$ cat config.mk
export PLATFORM = sky130hd
export DESIGN_NAME = update_response_deframer_top
export DESIGN_NICKNAME = d
export VERILOG_FILES = /design/src/rtl/urd_pkg.sv /design/src/rtl/urd_core.sv /design/src/rtl/urd_out_reg.sv /design/src/rtl/update_response_deframer_top.sv
export VERILOG_INCLUDE_DIRS = /design/src /design/src/rtl
export SDC_FILE = /design/constraint.sdc
export NUM_CORES = 1
export LEC_CHECK = 0
export ABC_AREA = 1
export BUFFER_PORTS_ARGS = -buffer_cell sky130_fd_sc_hd__buf_4
export CAP_MARGIN = 20
export CORE_MARGIN = 2
export CORE_UTILIZATION = 54
export CTS_BUF_LIST = sky130_fd_sc_hd__clkbuf_4 sky130_fd_sc_hd__clkbuf_8
export CTS_CLUSTER_DIAMETER = 100
export CTS_CLUSTER_SIZE = 12
export DETAILED_ROUTE_END_ITERATION = 6
export PLACE_DENSITY = 0.75
export REMOVE_ABC_BUFFERS = 1
export SLEW_MARGIN = 20
export SYNTH_ARGS = -nofsm -noshare
export SYNTH_HDL_FRONTEND = slang
export SYNTH_SLANG_ARGS = --single-unit
$ cat constraint.sdc
create_clock -name clk -period 7.7 [get_ports clk]
set_clock_uncertainty 0.1 [all_clocks]
set_input_delay 1.54 -clock clk [delete_from_list [all_inputs] [get_ports clk]]
set_output_delay 1.54 -clock clk [all_outputs]
set_load 0.01 [all_outputs]
$ cat src/rtl/assert_macros.svh
// Assertion helpers, clocked on clk with synchronous reset rst.
`ifndef ASSERT_MACROS_SVH
`define ASSERT_MACROS_SVH

// Concurrent check, disabled while rst is high.
`define ASSERT_CLK(label, prop, msg) \
  label: assert property (@(posedge clk) disable iff (rst) (prop)) else $error(msg);

// Concurrent check that also holds during reset.
`define ASSERT_ALWAYS(label, prop, msg) \
  label: assert property (@(posedge clk) (prop)) else $error(msg);

`endif

$ cat src/rtl/urd_pkg.sv
`default_nettype none

package urd_pkg;

  typedef enum logic [1:0] {
    KIND_NONE = 2'd0,
    KIND_SSW  = 2'd1,
    KIND_USW  = 2'd2,
    KIND_QSW  = 2'd3
  } kind_t;

  localparam int STORE_DEPTH = 25;

  localparam logic [23:0] HDR_SSW = 24'h535357;
  localparam logic [23:0] HDR_USW = 24'h555357;
  localparam logic [23:0] HDR_QSW = 24'h515357;

  localparam logic [7:0] CHAR_COLON = 8'h3A;
  localparam logic [7:0] CHAR_E     = 8'h45;
  localparam logic [7:0] CHAR_N     = 8'h4E;
  localparam logic [7:0] CHAR_D     = 8'h44;

  typedef struct packed {
    kind_t        kind;
    logic         ok;
    logic [7:0]   resp_code;
    logic [7:0]   package_index;
    logic [63:0]  flags_low;
    logic [63:0]  flags_high;
    logic [15:0]  current_version;
    logic [15:0]  new_version;
    logic [7:0]   update_result;
  } res_t;

  // body length: data bytes plus the XOR byte
  function automatic logic [4:0] body_len(input kind_t kind);
    logic [4:0] n;
    unique case (kind)
      KIND_SSW: n = 5'd4;
      KIND_USW: n = 5'd3;
      default:  n = 5'd23;
    endcase
    return n;
  endfunction

endpackage

`default_nettype wire

$ cat src/rtl/urd_core.sv
`default_nettype none

module urd_core
  import urd_pkg::*;
(
  input  wire logic       clk,
  input  wire logic       rst,
  input  wire logic       acc,
  input  wire logic [7:0] data_byte,
  input  wire logic       last_byte,
  output res_t            res,
  output logic            res_valid
);

  `include "assert_macros.svh"

  logic [23:0] header_window;
  kind_t       active_kind;
  logic [4:0]  byte_position;
  logic [7:0]  running_xor;
  logic        buffer_done;
  logic [7:0]  store [STORE_DEPTH];

  kind_t       hit_kind;
  logic [4:0]  n;
  logic        complete;
  logic        ok;
  logic [7:0]  end_e;
  logic [7:0]  end_n;
  logic [127:0] flags;
  logic        collecting;

  always_comb begin
    hit_kind = KIND_NONE;
    if (data_byte == CHAR_COLON) begin
      priority if (header_window == HDR_SSW) hit_kind = KIND_SSW;
      else if (header_window == HDR_USW) hit_kind = KIND_USW;
      else if (header_window == HDR_QSW) hit_kind = KIND_QSW;
      else hit_kind = KIND_NONE;
    end
  end

  assign n          = body_len(active_kind);
  assign collecting = !buffer_done && (active_kind != KIND_NONE);
  assign complete   = collecting && (byte_position == n + 5'd2);

  always_comb begin
    unique case (active_kind)
      KIND_SSW: begin
        end_e = store[4];
        end_n = store[5];
      end
      KIND_USW: begin
        end_e = store[3];
        end_n = store[4];
      end
      default: begin
        end_e = store[23];
        end_n = store[24];
      end
    endcase
  end

  assign ok = complete && (running_xor == 8'h00) && (end_e == CHAR_E) &&
              (end_n == CHAR_N) && (data_byte == CHAR_D);

  // package k sits MSB first in data byte 1 + k/8
  for (genvar k = 0; k < 128; k++) begin : g_flag
    assign flags[k] = store[1 + k / 8][7 - k % 8];
  end

  always_comb begin
    res = '0;
    res_valid = acc && (complete || (last_byte && !buffer_done));
    if (active_kind == KIND_NONE) begin
      res.kind = hit_kind;
    end else begin
      res.kind = active_kind;
    end
    if (ok) begin
      res.ok = 1'b1;
      unique case (active_kind)
        KIND_SSW: res.resp_code = store[0];
        KIND_USW: begin
          res.package_index = store[0];
          res.resp_code     = store[1];
        end
        default: begin
          res.resp_code       = store[0];
          res.flags_low       = flags[63:0];
          res.flags_high      = flags[127:64];
          res.current_version = {store[17], store[18]};
          res.new_version     = {store[19], store[20]};
          res.update_result   = store[21];
        end
      endcase
    end
  end

  always_ff @(posedge clk) begin
    if (acc && collecting && (byte_position < 5'(STORE_DEPTH))) begin
      store[byte_position] <= data_byte;
    end
  end

  always_ff @(posedge clk) begin
    if (rst) begin
      header_window <= '0;
      active_kind   <= KIND_NONE;
      byte_position <= '0;
      running_xor   <= '0;
      buffer_done   <= 1'b0;
    end else if (acc) begin
      if (last_byte) begin
        header_window <= '0;
        active_kind   <= KIND_NONE;
        byte_position <= '0;
        running_xor   <= '0;
        buffer_done   <= 1'b0;
      end else if (!buffer_done) begin
        if (active_kind == KIND_NONE) begin
          header_window <= {header_window[15:0], data_byte};
          if (hit_kind != KIND_NONE) begin
            active_kind   <= hit_kind;
            byte_position <= '0;
            running_xor   <= '0;
          end
        end else begin
          if (byte_position < n) running_xor <= running_xor ^ data_byte;
          byte_position <= byte_position + 5'd1;
          if (complete) buffer_done <= 1'b1;
        end
      end
    end
  end

  `ASSERT_CLK(a_done_has_kind, buffer_done |-> active_kind != KIND_NONE,
              "buffer done without a frame kind")
  `ASSERT_CLK(a_pos_in_frame,
              collecting |-> byte_position <= n + 5'd2,
              "byte position past end of frame")
  `ASSERT_CLK(a_ok_only_complete, res.ok |-> complete,
              "frame ok outside of frame completion")

endmodule

`default_nettype wire

$ cat src/rtl/urd_out_reg.sv
`default_nettype none

module urd_out_reg
  import urd_pkg::*;
(
  input  wire logic clk,
  input  wire logic rst,
  input  wire logic res_valid,
  input  wire res_t res,
  output logic      ready,
  output logic      out_valid,
  input  wire logic out_ready,
  output res_t      out_res
);

  `include "assert_macros.svh"

  assign ready = !out_valid || out_ready;

  always_ff @(posedge clk) begin
    if (rst) begin
      out_valid <= 1'b0;
    end else if (ready) begin
      out_valid <= res_valid;
    end
  end

  always_ff @(posedge clk) begin
    if (ready && res_valid) begin
      out_res <= res;
    end
  end

  `ASSERT_CLK(a_no_overwrite, res_valid |-> ready,
              "result produced while output register is held")

endmodule

`default_nettype wire

$ cat src/rtl/update_response_deframer_top.sv
// Update response deframer.
// Input channel: one buffer byte per item (data_byte, last_byte marks the
// buffer's final byte) on in_valid / in_ready.
// Output channel: one result per buffer on out_valid / out_ready, carrying
// frame_kind, frame_ok, resp_code, package_index, flags_low / flags_high,
// current_version, new_version and update_result.
// The first SSW:, USW: or QSW: header is framed; the result appears on the
// cycle after the byte that completes the frame (third END byte) or after
// the last byte if no complete frame was seen. Later bytes of the same
// buffer are consumed silently.
// Throughput: 1 byte per cycle; the output register frees the input side
// as soon as the result is taken or in the same cycle it is taken.
// When the receiver stalls with a result pending, in_ready drops until
// out_ready returns.
// Reset (rst, synchronous) clears the search state and the output valid;
// any accepted last byte also returns the search state to its reset values.
`default_nettype none

module update_response_deframer_top
  import urd_pkg::*;
(
  input  wire logic        clk,
  input  wire logic        rst,
  input  wire logic        in_valid,
  output logic             in_ready,
  input  wire logic [7:0]  data_byte,
  input  wire logic        last_byte,
  output logic             out_valid,
  input  wire logic        out_ready,
  output logic [1:0]       frame_kind,
  output logic             frame_ok,
  output logic [7:0]       resp_code,
  output logic [7:0]       package_index,
  output logic [63:0]      flags_low,
  output logic [63:0]      flags_high,
  output logic [15:0]      current_version,
  output logic [15:0]      new_version,
  output logic [7:0]       update_result
);

  res_t res;
  res_t out_res;
  logic res_valid;
  logic acc;

  assign acc = in_valid && in_ready;

  urd_core u_core (
    .clk       (clk),
    .rst       (rst),
    .acc       (acc),
    .data_byte (data_byte),
    .last_byte (last_byte),
    .res       (res),
    .res_valid (res_valid)
  );

  urd_out_reg u_out (
    .clk       (clk),
    .rst       (rst),
    .res_valid (res_valid),
    .res       (res),
    .ready     (in_ready),
    .out_valid (out_valid),
    .out_ready (out_ready),
    .out_res   (out_res)
  );

  assign frame_kind      = out_res.kind;
  assign frame_ok        = out_res.ok;
  assign resp_code       = out_res.resp_code;
  assign package_index   = out_res.package_index;
  assign flags_low       = out_res.flags_low;
  assign flags_high      = out_res.flags_high;
  assign current_version = out_res.current_version;
  assign new_version     = out_res.new_version;
  assign update_result   = out_res.update_result;

endmodule

`default_nettype wire

==> impl_metrics.csv, run 1 <==
group,metric,value,unit
cts,cts_resized,0,
cts,clk_pin_slew,0.09,ns
timing,finalCritPeriodShare,52.20,%
power,pwr-share-comb,4.7,%
min_path,hold_class,"register to register",
routing,wl_per_cell,17.03,um
placed_design,gp_congestion,0.8094,
routing,drc,0,
timing,final-max-slew-violation-count,0,
cts,cts_buffers,40,
power,total_power,3.949,mW
global_routing,grt_start_max_net_pins,188,
routing,dr.pass1.iters,6,
floorplanning,rows,63,
floorplanning,io-pin-count,202,
timing,hold_slack,0.4224,ns
timing,fmax,248.8,MHz
critical_path,crit_buf_inv,3,
finish,final_common_cell,"edfxtp_1",
placed_design,io_buffer_count,201,
placed_design,post-dp-hpwl,18.78,mm
global_routing,grt_pass1_vias,8562,
critical_path,cp-startpoint,"data_byte[6]",
critical_path,crit_required,7.99,ns
logic_synthesis,ys_seq_area_share,74.06,%
floorplanning,core_area,29870,sq um
power,power_density,208.9,nW/um^2
min_path,hp-start,"u_core.buffer_done",
logic_synthesis,syn_inst,1187,
critical_path,critical_path_class,"primary input to register",
logic_synthesis,ys.flop_type,"edfxtp_1",
routing,routed_via_density,5.012,
routing,wl,30.69,mm
floorplanning,start_util,55.15,%
global_routing,antenna_found_initial,0,
cts,numClockSinks,420,
cts,cts_hold_buf,0,
placed_design,post-place-ws,3.095,ns
critical_path,critPathArrivalTime,4.31,ns
routing,vias,9031,
cts,cts.path.max_buffers,3,
cts,post_cts_buffers,0,
timing,tightest_slew,1.058,ns
power,power_switching,815.5,uW
critical_path,cp_cell_sequence,"buf_4 > inv_1 > nor4_2 > nand4_2 > nor2_4 > nand4_4 > buf_4 > nor2_1",
run,maxCapViolCount,0,
power,p_leak,7.227,nW
critical_path,r2r_setup_slack,3.88,ns
global_routing,grt-ovfl-total,0,
timing,setup_viol,0,
critical_path,timing.rr.start,"u_core.active_kind[0]",
cts,clkLatencyLatePin,0.55,ns
timing,setup_ws,3.681,ns
critical_path,crit_path_max_fanout,63,
global_routing,grt_usage,19.22,%
cts,cts-root-buf,"clkbuf_8",
finish,final_nets,1425,
logic_synthesis,syn-cell-area,16470,sq um
logic_synthesis,yosysWarnings,0,
floorplanning,die_y,178.7,um
global_routing,grt_pass1_wl,46.17,mm
power,seq_power_share,64.5,%
finish,areaGrowthSynthToFinish,14.76,%
logic_synthesis,async_flop_share,0,%
logic_synthesis,syn_avg_cell_area,13.88,sq um
logic_synthesis,synth-edff-count,379,
finish,num_antenna_cells,0,
finish,final_cell_mix,"edfxtp_1 (379), inv_1 (219), buf_4 (203), nor2_1 (167), nor2_4 (92)",
power,switching_share,20.65,%
critical_path,cp_common_cell,"buf_4",
floorplanning,die_area,31920,sq um
finish,num-fill-cells,2192,
timing,fin_tns_setup,0,ns
cts,htreeDepth,2,
critical_path,start_kind,"primary input",
critical_path,slowest_delay,0.61,ns
timing,fin_crit,4.019,ns
timing,slew_headroom,29.18,%
logic_synthesis,synth_cell_types,43,
critical_path,crit_slowest_cell,"buf_4",
critical_path,cp-end-kind,"register",
timing,rsz0062_at_grt,"no",
critical_path,critPathTopFamily,"simple AND/OR/NAND/NOR gates",
outcome,status,"complete, no violations",
power,clockPowerShare,30.8,%
power,internal_power,3.134,mW
cts,cts_tree,"built",
timing,timing_hold_violations_final,0,
floorplanning,die_width,178.7,um
routing,drt-initial-drc-count,809,
routing,ant_nets,0,
finish,drive_above_1_share,27.12,%
logic_synthesis,synth_seq_cells,420,
power,irDropWorstVdd,0.1144,mV
[cells in the mapped netlist (2+ instances only)]
| cell | count | area, sq um |
|---|---|---|
| a21oi_1 | 17 | 85.08 |
| a22oi_1 | 24 | 180.2 |
| a31oi_1 | 2 | 12.51 |
| and2_1 | 2 | 12.51 |
| buf_12 | 9 | 180.2 |
| buf_2 | 11 | 55.05 |
| buf_6 | 3 | 33.78 |
| clkbuf_1 | 10 | 37.54 |
| dfxtp_1 | 41 | 820.8 |
| edfxtp_1 | 379 | 11380 |
| ha_1 | 13 | 162.7 |
| inv_1 | 219 | 822.0 |
| inv_2 | 4 | 15.01 |
| nand2_1 | 76 | 285.3 |
| nand2_2 | 2 | 12.51 |
| nand3_1 | 38 | 190.2 |
| nand4_1 | 24 | 150.1 |
| nor2_1 | 167 | 626.9 |
| nor2_2 | 11 | 68.82 |
| nor2_4 | 92 | 1036 |
| nor3_1 | 4 | 20.02 |
| o211ai_1 | 3 | 22.52 |
| o21ai_0 | 7 | 35.03 |
| o22ai_1 | 7 | 43.79 |
| o31ai_1 | 2 | 15.01 |
| or2_2 | 3 | 18.77 |
[worst min-delay path: cells and delay by family, from the launching register on]
family / cells / cell delay [ns]
buffers and inverters: 1 / 0.09
flip-flops: 1 / 0.32
AO/OA/AOI/OAI: 1 / 0.07
[power groups by stage]
stage          Clock [mW]  Combinational (mW)  Sequential (mW)
2_1_floorplan           0              0.0498             2.63
3_3_place_gp            0               0.182             2.60
3_5_place_dp            0               0.186             2.60
4_1_cts              1.25               0.187             2.55
5_1_grt              1.34               0.202             2.55
6_report             1.22               0.185             2.55
[metal layers]
layer	wire length [um]	GRT usage (%)	up-vias	part of all wire, %
met3	1878	3.414	42	6.1
met1	12380	24.98	4354	40
met4	451	4.167	0	1.5
met5	0	0	-	0
met2	15980	34.01	287	52
li1	-	-	4348	-
[cell type report]
type / instances / area [sq um] / area share (%)
Sequential cell: 420 / 12200 / 64.54
Multi-Input combinational cell: 506 / 3114 / 16.47
Timing Repair Buffer: 206 / 1592 / 8.418
Inverter: 225 / 847.1 / 4.480
Clock buffer: 53 / 648.1 / 3.428
Tap cell: 390 / 488.0 / 2.581
Clock inverter: 2 / 16.27 / 0.08603
[final timing paths]
kind | end | cells after the start
worst max-delay path | u_out.out_res[152] | 8
worst max register to register | u_out.out_res[152] | 12
worst min register to register | u_core.buffer_done | 2
worst min-delay path | u_core.buffer_done | 2
[sequential cells by signal, indices dropped and copies added (netlist names)]
register and flops:
u_core.buffer_done 1, u_out.out_valid 1, u_core.active_kind 2, u_core.header_window 24, u_core.store 192, u_out.out_res 187
u_core.byte_position 5, u_core.running_xor 8
[metrics by stage]
step | instance area (sq um) | util, % | std cells
floorplan | 16140 | - | 1151
global placement | 18210 | 60.94 | 1746
detailed placement | 18210 | 60.94 | 1746
CTS | 18870 | 63.17 | 1801
global route | 18910 | 63.29 | 1802
finish | 18910 | 63.29 | 1802
[cells by family (layout without fill, tap and decap cells)]
family | Yosys count | after routing | synth area share, %
AOI/OAI and AO/OA | 67 | 67 | 2.643
adders and majority gates | 13 | 13 | 0.9873
buffers and inverters | 261 | 486 | 7.162
DFF | 420 | 420 | 74.06
and+or+nand+nor | 426 | 426 | 15.14
Power figures use the tool's default switching activity.
==> run 2, diff against run 1 <==
Clock period 7.7 ns to 3.9 ns, I/O delays scaled along.
==> impl_metrics.csv, run 2 (same netlist as run 1, synthesis figures left out) <==
group,metric,value,unit
outcome,status,"complete, no violations",
power,total_power,7.847,mW
timing,finalCritPeriodShare,86.11,%
floorplanning,rows,63,
finish,areaGrowthSynthToFinish,15.74,%
floorplanning,die_y,178.7,um
finish,largestRegisters,"u_core.store: 192 flops, u_out.out_res: 187 flops, u_core.header_window: 24 flops",
critical_path,rr_worst_depth,13,
finish,final_common_cell,"edfxtp_1",
critical_path,timing.rr.start,"u_core.active_kind[0]",
timing,slew_headroom,35.22,%
run,maxCapViolCount,0,
min_path,hp-start,"u_core.running_xor[0]",
min_path,hold_class,"register to register",
power,p_leak,7.325,nW
routing,ant_nets,0,
placed_design,post-place-ws,0.6362,ns
critical_path,crit_path_max_fanout,37,
critical_path,critical_path_class,"register to register",
routing,dr.pass1.iters,5,
timing,fmax,297.8,MHz
critical_path,start_kind,"register",
power,irDropWorstVdd,0.2536,mV
floorplanning,die_width,178.7,um
routing,wl_per_cell,17.55,um
critical_path,cp-end-kind,"register",
global_routing,grt_usage,19.92,%
cts,cts-root-buf,"clkbuf_8",
placed_design,io_buffer_count,201,
cts,clkLatencyLatePin,0.57,ns
timing,setup_viol,0,
floorplanning,die_area,31920,sq um
timing,rsz0062_at_grt,"no",
min_path,hold_depth,2,
timing,fin_crit,3.358,ns
critical_path,critPathArrivalTime,3.68,ns
finish,fin_util,63.82,%
cts,cts_tree,"built",
timing,setup_ws,0.5418,ns
routing,drt-initial-drc-count,775,
cts,cts_resized,0,
timing,timing_hold_violations_final,0,
timing,hold_slack,0.4147,ns
floorplanning,start_util,55.15,%
finish,final_cell_mix,"edfxtp_1 (379), inv_1 (219), buf_4 (218), nor2_1 (167), nor2_4 (92)",
cts,cts_buffers,40,
placed_design,post-dp-hpwl,20.24,mm
global_routing,antenna_found_initial,0,
floorplanning,core_area,29870,sq um
power,power_density,411.6,nW/um^2
finish,final_nets,1442,
floorplanning,io-pin-count,202,
routing,vias,9213,
timing,tightest_slew,0.9707,ns
global_routing,grt_pass1_wl,47.80,mm
cts,numClockSinks,420,
cts,cts_hold_buf,0,
min_path,holdPathEnd,"u_core.running_xor[0]",
global_routing,grt-ovfl-total,0,
placed_design,gp_congestion,0.8652,
finish,largest_register_ffs,192,
cts,cts.path.max_buffers,3,
routing,routed_via_density,5.059,
finish,largest_register,"u_core.store",
critical_path,crit_required,4.22,ns
global_routing,grt_start_max_net_pins,75,
critical_path,r2r_setup_slack,0.54,ns
finish,num_antenna_cells,0,
cts,post_cts_buffers,0,
timing,final-max-slew-violation-count,0,
global_routing,grt_pass1_vias,8872,
cts,htreeDepth,2,
cts,clk_pin_slew,0.08,ns
finish,drive_above_1_share,28.02,%
routing,drc,0,
critical_path,worstReg2RegEnd,"u_out.out_res[35]",
routing,wl,31.97,mm
[run 2: layout make-up]
cell class                      instances  area (sq um)
Clock buffer                           55         669.4
Clock inverter                          2         15.01
Fill cell                            2104         10810
Inverter                              225         847.1
Multi-Input combinational cell        506          3109
Sequential cell                       420         12200
Tap cell                              390         488.0
Timing Repair Buffer                  223          1737
[run 2: worst max-delay path, stage by stage (launching register included)]
cell and delay [ns]:
dfxtp_1 0.41, inv_1 0.10, ha_1 0.37, inv_2 0.34
o22ai_1 0.17, inv_1 0.07, nand4_1 0.07, nor2_1 0.11
nand2_1 0.08, nand2_2 0.27, nand4_4 0.42, buf_12 0.36
buf_12 0.22, nor2_2 0.08
[run 2: worst max-delay path by stage]
stage	start	endpoint	slack [ns]	depth (start not counted)
floorplan	u_core.active_kind[0]	u_out.out_res[0]	-2.20	7
global placement	u_core.active_kind[0]	u_out.out_res[35]	0.78	13
detailed placement	u_core.active_kind[0]	u_out.out_res[90]	0.64	13
CTS	u_core.active_kind[0]	u_out.out_res[35]	0.60	13
global route	u_core.active_kind[0]	u_out.out_res[89]	0.23	13
finish	u_core.active_kind[0]	u_out.out_res[35]	0.54	13
[run 2: layer usage]
metal / vias up / track usage (%) / routed length, um
li1: 4383 / - / -
met1: 4476 / 26.15 / 12870
met2: 306 / 34.62 / 16470
met3: 48 / 3.393 / 2083
met4: 0 / 5.217 / 547
met5: - / 0 / 0
[run 2: through the flow]
stage / cells / setup TNS, ns / area (sq um)
global placement: 1764 / 0 / 18380
global route: 1821 / 0 / 19070
finish: 1821 / 0 / 19070
detailed placement: 1764 / 0 / 18380
CTS: 1821 / 0 / 19060
floorplan: 1151 / -685.64 / 16140
[run 2: power breakdown]
group	internal (mW)	switching [mW]
logic	0.140	0.235
registers	4.98	0.0497
clock network	1.10	1.34
==> run 3, diff against run 2 <==
Settings changed: CELL_PAD_IN_SITES_DETAIL_PLACEMENT set to 1, CELL_PAD_IN_SITES_GLOBAL_PLACEMENT set to 1, CORE_UTILIZATION 54 to 50, PLACE_DENSITY 0.75 to not set, PLACE_DENSITY_LB_ADDON set to 0.1.
==> impl_metrics.csv, run 3 (same netlist as run 1, synthesis figures left out) <==
group,metric,value,unit
cts,cts_tree,"built",
finish,num_antenna_cells,0,
timing,rsz0062_at_grt,"no",
cts,cts_buffers,40,
placed_design,post-dp-hpwl,23.93,mm
global_routing,grt-ovfl-total,0,
global_routing,grt_pass1_vias,9666,
floorplanning,io-pin-count,202,
critical_path,slowest_delay,0.57,ns
power,power_density,414.2,nW/um^2
critical_path,r2r_setup_slack,0.53,ns
power,irDropWorstVdd,0.2623,mV
routing,dr.max_layer_used,"met4",
placed_design,placedCellCount,1814,
critical_path,timing.rr.start,"u_core.active_kind[0]",
global_routing,grt_start_max_net_pins,63,
timing,slew_headroom,32.16,%
timing,finalCritPeriodShare,86.41,%
floorplanning,core_area,32450,sq um
timing,fmax,296.7,MHz
finish,largest_register_ffs,192,
power,total_power,7.927,mW
finish,register_area,12200,sq um
finish,num-fill-cells,3253,
critical_path,crit_slowest_cell,"buf_4",
timing,tightest_slew,1.017,ns
outcome,status,"complete, no violations",
floorplanning,die_area,34420,sq um
routing,vias,9338,
finish,final_cell_mix,"edfxtp_1 (379), inv_1 (219), buf_4 (215), nor2_1 (167), nor2_4 (92)",
cts,numClockSinks,420,
timing,fin_crit,3.370,ns
critical_path,cp_cell_sequence,"inv_1 > ha_1 > inv_2 > o22ai_1 > inv_1 > nand4_1 > nor2_1 > nand2_1 > nand2_2 > nand4_4 > buf_4 > nor2_1",
cts,clk_pin_slew,0.10,ns
finish,largest_register,"u_core.store",
run,maxCapViolCount,0,
finish,design_area,19140,sq um
cts,cts_hold_buf,0,
floorplanning,die_y,185.5,um
cts,clkLatencyLatePin,0.56,ns
timing,setup_ws,0.5298,ns
finish,largestRegisters,"u_core.store: 192 flops, u_out.out_res: 187 flops, u_core.header_window: 24 flops",
cts,cts_resized,0,
cts,cts-root-buf,"clkbuf_8",
finish,drive_above_1_share,27.92,%
critical_path,crit_path_max_fanout,44,
cts,cts.path.max_buffers,3,
timing,timing_hold_violations_final,0,
routing,drt-met1-wl,15.10,mm
floorplanning,rows,66,
routing,drt-initial-drc-count,545,
routing,route.met2.wl,18.84,mm
min_path,hp-start,"u_core.running_xor[1]",
power,p_leak,7.332,nW
timing,setup_viol,0,
global_routing,grt_usage,21.28,%
global_routing,grt_pass1_wl,54.92,mm
routing,dr.pass1.iters,5,
critical_path,start_kind,"register",
routing,wl,36.29,mm
min_path,hold_class,"register to register",
placed_design,gp_congestion,0.8091,
finish,fin_util,58.97,%
placed_design,io_buffer_count,201,
finish,final_nets,1440,
critical_path,cp-end-kind,"register",
timing,fin_tns_setup,0,ns
finish,areaGrowthSynthToFinish,16.16,%
routing,wl_per_cell,19.40,um
timing,final-max-slew-violation-count,0,
critical_path,critPathArrivalTime,3.54,ns
routing,ant_nets,0,
cts,htreeDepth,2,
floorplanning,die_width,185.5,um
cts,post_cts_buffers,0,
timing,hold_slack,0.4175,ns
min_path,holdPathEnd,"u_core.running_xor[1]",
routing,drc,0,
critical_path,critical_path_class,"register to register",
routing,routed_via_density,4.991,
critical_path,rr_worst_depth,12,
finish,final_common_cell,"edfxtp_1",
floorplanning,start_util,50.76,%
placed_design,post-place-ws,0.5758,ns
placed_design,dpl_cell_area,18440,sq um
min_path,hold_depth,2,
global_routing,antenna_found_initial,0,
critical_path,crit_required,4.07,ns
finish,fin_cells,1871,
critical_path,worstReg2RegEnd,"u_out.out_res[53]",
routing,wl_met3,1.775,mm
finish,multiInputGateArea,3109,sq um
run 3: cell count changes in the layout (fill, tap and decap cells not counted), sizes merged:
cell,previous run,this run
clkbuf,55,56
buf,223,221
clkinvlp,2,0
inv,224,225
run 3: worst max-delay path by stage:
stage,startpoint,endpoint,cells past startpoint
2_1_floorplan,u_core.active_kind[0],u_out.out_res[0],7
3_3_place_gp,u_core.active_kind[0],u_out.out_res[52],12
3_5_place_dp,u_core.active_kind[0],u_out.out_res[53],12
4_1_cts,u_core.active_kind[0],u_out.out_res[53],12
5_1_grt,u_core.active_kind[0],u_out.out_res[53],11
6_report,u_core.active_kind[0],u_out.out_res[53],12
run 3: critical path: cells and delay by family, from the launching register on:
kind	cells	cell delay, ns
flops	1	0.36
buf+inv	4	1.02
compound gates	1	0.25
fa+ha+maj	1	0.43
simple gates	6	0.87
run 3: per-layer routing:
| layer | GRT usage, % | vias up |
|---|---|---|
| li1 | - | 4372 |
| met3 | 3.639 | 48 |
| met2 | 38.01 | 204 |
| met5 | 0 | - |
| met1 | 27.19 | 4714 |
| met4 | 4.889 | 0 |
run 3: area by class of cell:
cell class / instances / area share [%]
multi-input combinational: 506 / 16.25
inverter: 225 / 4.426
clock buffer: 56 / 3.570
sequential: 420 / 63.76
tap: 442 / 2.890
timing repair buffer: 221 / 9.062
clock inverter: 1 / 0.04577
run 3: power breakdown:
group,leakage [nW],total [mW],internal (mW),switching (mW)
clock,0.371,2.51,1.12,1.39
combinational,3.20,0.385,0.142,0.244
sequential,3.76,5.03,4.98,0.0506
